==> src/design/csstrip_pkg.sv <==
// ----------------------------------------------------------------------------
// csstrip_pkg
// Shared types and character codes for the source comment stripper.
// ----------------------------------------------------------------------------
package csstrip_pkg;

  localparam logic [7:0] CH_QUOTE = 8'h22;
  localparam logic [7:0] CH_SLASH = 8'h2F;
  localparam logic [7:0] CH_STAR  = 8'h2A;
  localparam logic [7:0] CH_NL    = 8'h0A;
  localparam logic [7:0] CH_SPACE = 8'h20;

  localparam int unsigned QUEUE_DEPTH = 4;

  typedef struct packed {
    logic [7:0] char_in;
    logic       line_end;
  } in_item_t;

  typedef struct packed {
    logic [7:0] char_out;
    logic       out_line_end;
    logic       run_last;
  } out_item_t;

  typedef struct packed {
    logic [1:0] count;
    out_item_t  res0;
    out_item_t  res1;
  } push_t;

endpackage

==> src/design/csstrip_core.sv <==
// ----------------------------------------------------------------------------
// csstrip_core
// Lookahead byte register, string/comment flags and the per-byte rewrite.
// Gives up to two results per accepted byte.
// ----------------------------------------------------------------------------
module csstrip_core
  import csstrip_pkg::*;
(
  input  logic     clk,
  input  logic     rst_n,
  input  logic     accept,
  input  in_item_t in_data,
  output push_t    push
);

  logic [7:0] held_char_r, held_char_nxt;
  logic       held_valid_r, held_valid_nxt;
  logic       in_str_r, in_str_nxt;
  logic       in_blk_r, in_blk_nxt;
  logic       skip_r, skip_nxt;

  always_ff @(posedge clk) begin
    if (!rst_n) begin
      held_char_r  <= '0;
      held_valid_r <= 1'b0;
      in_str_r     <= 1'b0;
      in_blk_r     <= 1'b0;
      skip_r       <= 1'b0;
    end else if (accept) begin
      held_char_r  <= held_char_nxt;
      held_valid_r <= held_valid_nxt;
      in_str_r     <= in_str_nxt;
      in_blk_r     <= in_blk_nxt;
      skip_r       <= skip_nxt;
    end
  end

  always_comb begin
    logic [7:0] c;
    logic [7:0] c2;
    logic [7:0] r;
    logic       le;
    logic       s;
    logic       b;
    logic       cut;
    logic       opn;
    logic       cls;
    logic [1:0] cnt;

    c   = in_data.char_in;
    le  = in_data.line_end;
    c2  = c;
    r   = c;
    s   = in_str_r;
    b   = in_blk_r;
    cut = 1'b0;
    opn = 1'b0;
    cls = 1'b0;
    cnt = 2'd0;

    held_char_nxt  = held_char_r;
    held_valid_nxt = held_valid_r;
    skip_nxt       = skip_r;
    push           = '0;

    if (skip_r) begin
      if (le) begin
        skip_nxt = 1'b0;
      end
    end else begin
      if (held_valid_r) begin
        held_valid_nxt = 1'b0;
        s   = in_str_r ^ (held_char_r == CH_QUOTE);
        cut = (held_char_r == CH_SLASH) && (c == CH_SLASH) && !s && !b;
        opn = (held_char_r == CH_SLASH) && (c == CH_STAR) && !s && !b;
        cls = !opn && (held_char_r == CH_STAR) && (c == CH_SLASH) && b;
        if (cut) begin
          push.res0.char_out     = CH_NL;
          push.res0.out_line_end = 1'b1;
          push.res0.run_last     = 1'b1;
          cnt      = 2'd1;
          skip_nxt = !le;
        end else begin
          if (opn) begin
            b = 1'b1;
          end else if (cls) begin
            b = 1'b0;
          end
          if (cls || (b && held_char_r != CH_NL)) begin
            r = CH_SPACE;
          end else begin
            r = held_char_r;
          end
          push.res0.char_out = r;
          cnt = 2'd1;
          if (opn || cls) begin
            c2 = CH_SPACE;
          end
        end
      end
      if (!cut) begin
        if (le) begin
          s = s ^ (c2 == CH_QUOTE);
          r = (b && c2 != CH_NL) ? CH_SPACE : c2;
          if (cnt == 2'd0) begin
            push.res0.char_out     = r;
            push.res0.out_line_end = 1'b1;
            push.res0.run_last     = 1'b1;
            cnt = 2'd1;
          end else begin
            push.res1.char_out     = r;
            push.res1.out_line_end = 1'b1;
            push.res1.run_last     = 1'b1;
            cnt = 2'd2;
          end
        end else begin
          held_char_nxt  = c2;
          held_valid_nxt = 1'b1;
          if (cnt == 2'd1) begin
            push.res0.run_last = 1'b1;
          end
        end
      end
    end

    in_str_nxt = s;
    in_blk_nxt = b;
    push.count = accept ? cnt : 2'd0;
  end

endmodule

==> src/design/csstrip_outq.sv <==
// ----------------------------------------------------------------------------
// csstrip_outq
// Small result queue: takes up to two results per cycle, sends one per cycle while out_ready is high.
// ----------------------------------------------------------------------------
module csstrip_outq
  import csstrip_pkg::*;
#(
  parameter int unsigned DEPTH = QUEUE_DEPTH
) (
  input  logic      clk,
  input  logic      rst_n,
  input  push_t     push,
  output logic      room,
  output logic      out_valid,
  input  logic      out_ready,
  output out_item_t out_data
);

  localparam int unsigned AW = $clog2(DEPTH);
  localparam int unsigned CW = $clog2(DEPTH + 1);

  out_item_t     mem [DEPTH];
  logic [AW-1:0] wr_ptr_r, wr_ptr_nxt;
  logic [AW-1:0] rd_ptr_r, rd_ptr_nxt;
  logic [CW-1:0] count_r, count_nxt;
  logic          pop;
  logic [AW-1:0] wr_ptr_p1;

  assign pop       = out_valid && out_ready;
  assign wr_ptr_p1 = (wr_ptr_r == AW'(DEPTH - 1)) ? '0 : wr_ptr_r + AW'(1);
  assign out_valid = (count_r != '0);
  assign out_data  = mem[rd_ptr_r];
  assign room      = (count_r <= CW'(DEPTH - 2));

  always_comb begin
    wr_ptr_nxt = wr_ptr_r;
    case (push.count)
      2'd1:    wr_ptr_nxt = wr_ptr_p1;
      2'd2:    wr_ptr_nxt = (wr_ptr_p1 == AW'(DEPTH - 1)) ? '0 : wr_ptr_p1 + AW'(1);
      default: wr_ptr_nxt = wr_ptr_r;
    endcase
    rd_ptr_nxt = rd_ptr_r;
    if (pop) begin
      rd_ptr_nxt = (rd_ptr_r == AW'(DEPTH - 1)) ? '0 : rd_ptr_r + AW'(1);
    end
    count_nxt = count_r + CW'(push.count) - CW'(pop);
  end

  always_ff @(posedge clk) begin
    if (!rst_n) begin
      wr_ptr_r <= '0;
      rd_ptr_r <= '0;
      count_r  <= '0;
    end else begin
      wr_ptr_r <= wr_ptr_nxt;
      rd_ptr_r <= rd_ptr_nxt;
      count_r  <= count_nxt;
    end
  end

  always_ff @(posedge clk) begin
    if (push.count != 2'd0) begin
      mem[wr_ptr_r] <= push.res0;
    end
    if (push.count == 2'd2) begin
      mem[wr_ptr_p1] <= push.res1;
    end
  end

endmodule

==> src/design/source_comment_stripper.sv <==
// ----------------------------------------------------------------------------
// source_comment_stripper
// Removes C-style comments from a byte stream, one byte per transfer.
//
// Input channel in_*: one source byte and a flag on the last byte of a line.
// Output channel out_*: rewritten bytes; out_line_end marks a line's last
// byte, run_last the final result caused by one input transfer.
// A byte that is not the last of its line is held one transfer for
// lookahead, so its result leaves with the next byte of the line; the
// line-ending byte leaves at once, after the held one. Results are queued
// and shown on out_* after the results ahead of them leave.
// One input transfer per cycle is taken while the four-entry result queue
// has room for two results; a transfer gives zero, one or two and the
// output sends one per cycle unless stalled. A line never gives more
// results than it has bytes, so output keeps pace with back-to-back input.
// Reset clears the held byte, the string and comment flags and the queue.
// When the receiver stalls the queue fills and in_ready drops.
// ----------------------------------------------------------------------------
module source_comment_stripper
  import csstrip_pkg::*;
#(
  parameter int unsigned DEPTH = QUEUE_DEPTH
) (
  input  logic      clk,
  input  logic      rst_n,
  input  logic      in_valid,
  output logic      in_ready,
  input  in_item_t  in_data,
  output logic      out_valid,
  input  logic      out_ready,
  output out_item_t out_data
);

  push_t push;
  logic  room;
  logic  accept;

  assign in_ready = room;
  assign accept   = in_valid && room;

  csstrip_core u_core (
    .clk     (clk),
    .rst_n   (rst_n),
    .accept  (accept),
    .in_data (in_data),
    .push    (push)
  );

  csstrip_outq #(
    .DEPTH (DEPTH)
  ) u_outq (
    .clk       (clk),
    .rst_n     (rst_n),
    .push      (push),
    .room      (room),
    .out_valid (out_valid),
    .out_ready (out_ready),
    .out_data  (out_data)
  );

endmodule

==> config.mk <==
export PLATFORM = sky130hd
export DESIGN_NAME = source_comment_stripper
export DESIGN_NICKNAME = d
export VERILOG_FILES = /design/src/design/csstrip_pkg.sv /design/src/design/csstrip_core.sv /design/src/design/csstrip_outq.sv /design/src/design/source_comment_stripper.sv
export SDC_FILE = /design/constraint.sdc
export NUM_CORES = 1
export LEC_CHECK = 0
export BUFFER_PORTS_ARGS = -buffer_cell sky130_fd_sc_hd__buf_2
export CORE_UTILIZATION = 60
export CTS_CLUSTER_SIZE = 24
export DETAILED_ROUTE_END_ITERATION = 8
export PLACE_DENSITY = 0.89
export SETUP_SLACK_MARGIN = 0.15
export SYNTH_ARGS = -nofsm -noshare
export SYNTH_HDL_FRONTEND = slang
export SYNTH_SLANG_ARGS = --single-unit
==> constraint.sdc <==
create_clock -name clk -period 7.4 [get_ports clk]
set_input_delay 1.11 -clock clk [delete_from_list [all_inputs] [get_ports clk]]
set_output_delay 1.11 -clock clk [all_outputs]
set_load 0.03 [all_outputs]
[Word-level counts from Yosys, hierarchy flattened]
Memories as Yosys holds them, arrays and structs flattened. A register that Yosys moved wholly into a read port is not among the register bits.
Index checks and enable logic that the tools add are counted.
W data, S select, Z words.
Operators by class
  add/subtract/negate cells: 5
  $lt $le $gt $ge: 1
  equal/unequal tests: 14
  muxes and demuxes: 53
  bitwise logic cells: 5
  reductions and logical operators: 25
Operators by type and width (number)
  $mux W8: 7
  $eq A8 B6 Y1 const B: 6
  $mux W10: 4
  $mux W20: 2
  $mux W1: 26
  $mux W2: 12
  $ne A8 B4 Y1 const B: 2
  $logic_and A1 B1 Y1: 13
  $mux W9: 1
  $eq A2 B2 Y1 const B: 4
  $add A2 B1 Y2 const B: 3
  $eq A2 B1 Y1 const B: 2
  $logic_not A1 Y1: 4
  $pmux W2 S2: 1
  $reduce_and A4 Y1: 1
  $reduce_bool A2 Y1: 2
  $add A3 B2 Y3: 1
  $le A3 B2 Y1 const B: 1
  $not A1 Y1: 3
  $reduce_bool A3 Y1: 1
  $sub A3 B1 Y3: 1
  $logic_not A2 Y1: 1
  $logic_or A1 B1 Y1: 2
  $reduce_and A2 Y1: 1
  $xor A1 B1 Y1: 2
Word-level totals
  register bits after elaboration: 19
  memory bits (writable): 40
  bits of input ports: 13
  output and inout bits: 12
  logic and storage cells: 112
  memories: 1
Memories
  u_outq.mem: words 4, bits a word 10, read ports 1, clocked after Yosys merged registers in 1, write ports 2, RTL line csstrip_outq.sv:22  | out_item_t mem [DEPTH];

[Depth between registers and ports, before layout]
  depth after elaboration: 23
  gate-level depth with buffers: 12
  mapped depth without buffers: 11

[Cells and area by module]
A second synthesis with hierarchy kept.
Second synthesis, totals
  cells, all modules: 295
  area, all modules: 3614.7 um^2
Modules (own cells, without submodules)
  csstrip_outq: instances 1, cells each 168, area an instance 2592.5 um^2, sequential area each 1381.3 um^2
  csstrip_core: instances 1, cells each 126, area an instance 1016.0 um^2, sequential area each 240.2 um^2
  source_comment_stripper: instances 1, cells each 1, area an instance 6.3 um^2, sequential area each 0.0 um^2

[Worst setup path before layout]
No wires, ideal clock.
  path kind: input -> register
  start: input in_data[5] in the netlist's numbering
  end: memory u_outq.mem[2][0] in the netlist's numbering, enable pin
  setup time: 387 ps
  arrival time: 4002 ps
  required time: 7013 ps
  setup slack: 3012 ps
  stages: 10
  buffers on the path: 2
  cells stage by stage: or4b_4 > or4b_4 > o21ai_0 > or2_2 > inv_1 > ha_1 > clkbuf_1 > nand2_1 > clkbuf_1 > o21ai_0
RTL lines
  start: declaration: RTL line source_comment_stripper.sv:28  | input in_item_t in_data,
  end: declaration: RTL line csstrip_outq.sv:22

==> flow_summary.yaml <==
pwr:
  seqPwrFrac: 0.446
  power.total_mw: 1.01
  p_clk_frac: 0.243
  p_leak_nw: 1.42
  p_int_mw: 0.653
  ir_worst_vdd_mv: 0.139
  net-switching-power_mw: 0.356
  p_comb_frac: 0.311
  p_sw_frac: 0.353
  p_per_area_nw_per_um2: 269
clocking:
  cts_buffers: 9
  cts_root_buffer: "clkbuf_8"
  h-tree-depth: 3
  clockBufferDepth: 2
  post_cts_buffers: 0
  hold_buffers: 0
  tritoncts: "built"
  cts_resized: 0
  clk_latency_ns: 0.34
  clk_pin_slew_ns: 0.06
  clock_sinks: 61
hold_path:
  hp-start: "u_core.held_char_r[5]"
  min_path_cells: 2
  holdPathEnd: "u_core.held_char_r[5]"
  min_path_type: "flip-flop to flip-flop"
route:
  drt_drc_violations_left: 0
  drt_iter0_drc: 228
  ant_nets: 0
  wl_um: 7910
  vias_per_cell: 6.28
  routedWlPerCell_um: 18.3
  firstDrtPassIters: 5
  vias: 2715
yosys:
  synth_ff_type: "edfxtp_1"
  syn_area_um2: 3460
  syn-num-nets: 366
  netlist_instances: 337
  yosys.area_share.simple: 0.150
  synth_edf_count: 40
  synth_compound_gate_area_share: 0.184
  ys_ff_latch: 61
  yosysSeqAreaShare: 0.469
  synth_xor_area_frac: 0.0127
  synthAdderAreaFrac: 0.0600
  yosysWarningCount: 0
  synth.distinct_cells: 48
  synth_top_family_by_area: "compound AO/OA/AOI/OAI gates"
  syn_avg_cell_area_um2: 10.3
  synth_mux_area_frac: 0.0824
  async_reset_ff_frac: 0
placed_design:
  placed_cell_area_um2: 3590
  dp_slack_ns: 2.46
  dp_hpwl_um: 5990
  port-buffer-count: 24
  gp_congestion: 0.989
critical_path:
  r2r-end: "u_outq.mem[2][8]"
  crit_fanout: 18
  critPathCaptureType: "flip-flop"
  arrival_ns: 4.47
  required_ns: 7.31
  critPathKind: "primary input to flip-flop"
  cp-start-kind: "primary input"
  r2r-start: "u_core.held_char_r[6]"
  rrSetupSlack_ns: 3.48
  rr_worst_depth: 8
sta:
  max-slew-margin-rel: 0.127
  finalSetupTns_ns: 0
  fin_crit_sh: 0.616
  setup_slack_ns: 2.84
  setup_viol: 0
  slew_viol_final: 0
  worst_clock_skew_ns: 0.00997
  fmax_mhz: 219
  rsz0062_at_grt: "false"
  hold_ws_ns: 0.505
  worst_pin_slew_ns: 1.30
  finalHoldViolations: 0
  min_period_ns: 4.56
cells_and_area:
  multiInputGateArea_um2: 1690
  area_growth_pct: 8.50
  fin_area_um2: 3750
  layout-drive-gt1-share: 0.164
  final_common_cell: "nand2_1"
  num_antenna_cells: 0
  nets: 384
  most-common-layout-cells: "42 x nand2_1, 41 x a21oi_1, 40 x edfxtp_1"
  num-fill-cells: 429
  regArea_um2: 1620
floorplan:
  die-height_um: 77.9
  die_area_um2: 6080
  std_cell_rows: 27
  io_pins: 25
  core_area_um2: 5540
  die_w_um: 77.9
  start_util: 0.625
job:
  maxCapViolCount: 0
grt:
  grt_pass1_vias: 2596
  grt_use_total: 0.279
  overflow: 0
  antenna_found_initial: 0
  grt_pass1_wl_um: 12700
  grt_max_degree: 20
run_status:
  outcome: "complete, no violations"
-- worst max-delay path by stage --
stage | startpoint | endpoint | slack, ns | cells after the start
2_1_floorplan | in_data[5] | u_outq.mem[2][0] | 3.01 | 10
5_1_grt | in_data[5] | u_outq.mem[2][5] | 2.61 | 9
6_report | in_data[5] | u_outq.mem[2][8] | 2.84 | 9
3_5_place_dp | in_data[5] | u_outq.mem[1][2] | 2.46 | 9
3_3_place_gp | in_data[5] | u_outq.mem[1][2] | 2.66 | 9
4_1_cts | in_data[5] | u_outq.mem[1][5] | 2.81 | 9
-- cell type report --
type                            count  share of cell area
Clock buffer                       11              0.0350
Clock inverter                      5             0.00766
Inverter                           17              0.0170
Multi-Input combinational cell    241               0.451
Sequential cell                    61               0.432
Tap cell                           72              0.0240
Timing Repair Buffer               25              0.0340
-- kinds of logic after synthesis --
logic type	after synthesis
AOI/OAI and AO/OA	104
buffers and inverters	35
adders and majority gates	16
xor gates and xnor gates	5
muxes	16
DFF	61
and+or+nand+nor	100
-- stage by stage --
stage / utilization / instances
6_report: 0.678 / 432
5_1_grt: 0.678 / 432
4_1_cts: 0.678 / 432
3_5_place_dp: 0.649 / 416
3_3_place_gp: 0.649 / 416
2_1_floorplan: - / 337
-- worst max-delay path, cell delays in order --
cell and delay, ns:
buf_2 0.14, or4b_4 0.56, or4b_4 0.53, o21ai_0 0.51, or2_2 0.24, inv_1 0.04
ha_1 0.30, nand2_1 0.44, o21ai_0 0.60
-- synth_stat cells (9+ instances only) --
| cell type | count | area [µm²] |
|---|---|---|
| nand2_1 | 42 | 158 |
| a21oi_1 | 41 | 205 |
| edfxtp_1 | 40 | 1200 |
| o21ai_0 | 22 | 110 |
| dfxtp_1 | 21 | 420 |
| inv_1 | 17 | 63.8 |
| ha_1 | 15 | 188 |
| clkbuf_1 | 14 | 52.6 |
| a21boi_0 | 12 | 90.1 |
| mux4_2 | 10 | 225 |
| nand3_1 | 10 | 50.1 |
| nor2_1 | 9 | 33.8 |
-- registers in the layout, summed over array words and instances (netlist names), named ones only --
signal               count
u_core.held_char_r       8
u_core.skip_r            1
u_outq.rd_ptr_r          2
u_core.held_valid_r      1
u_core.in_blk_r          1
u_outq.count_r           3
u_outq.mem              40
u_outq.wr_ptr_r          2
u_core.in_str_r          1
-- metal layers --
layer / global-route usage / part of all wire
met3: 0.0800 / 0.084
met1: 0.356 / 0.40
met5: 0 / 0
met2: 0.459 / 0.49
met4: 0.0870 / 0.022
-- power groups by stage --
stage / Sequential (mW) / Combinational [mW] / Clock [mW]
6_report: 0.450 / 0.314 / 0.245
5_1_grt: 0.456 / 0.344 / 0.263
4_1_cts: 0.451 / 0.313 / 0.245
3_5_place_dp: 0.459 / 0.312 / 0
3_3_place_gp: 0.455 / 0.301 / 0
2_1_floorplan: 0.433 / 0.254 / 0
Power figures use the tool's default switching activity.
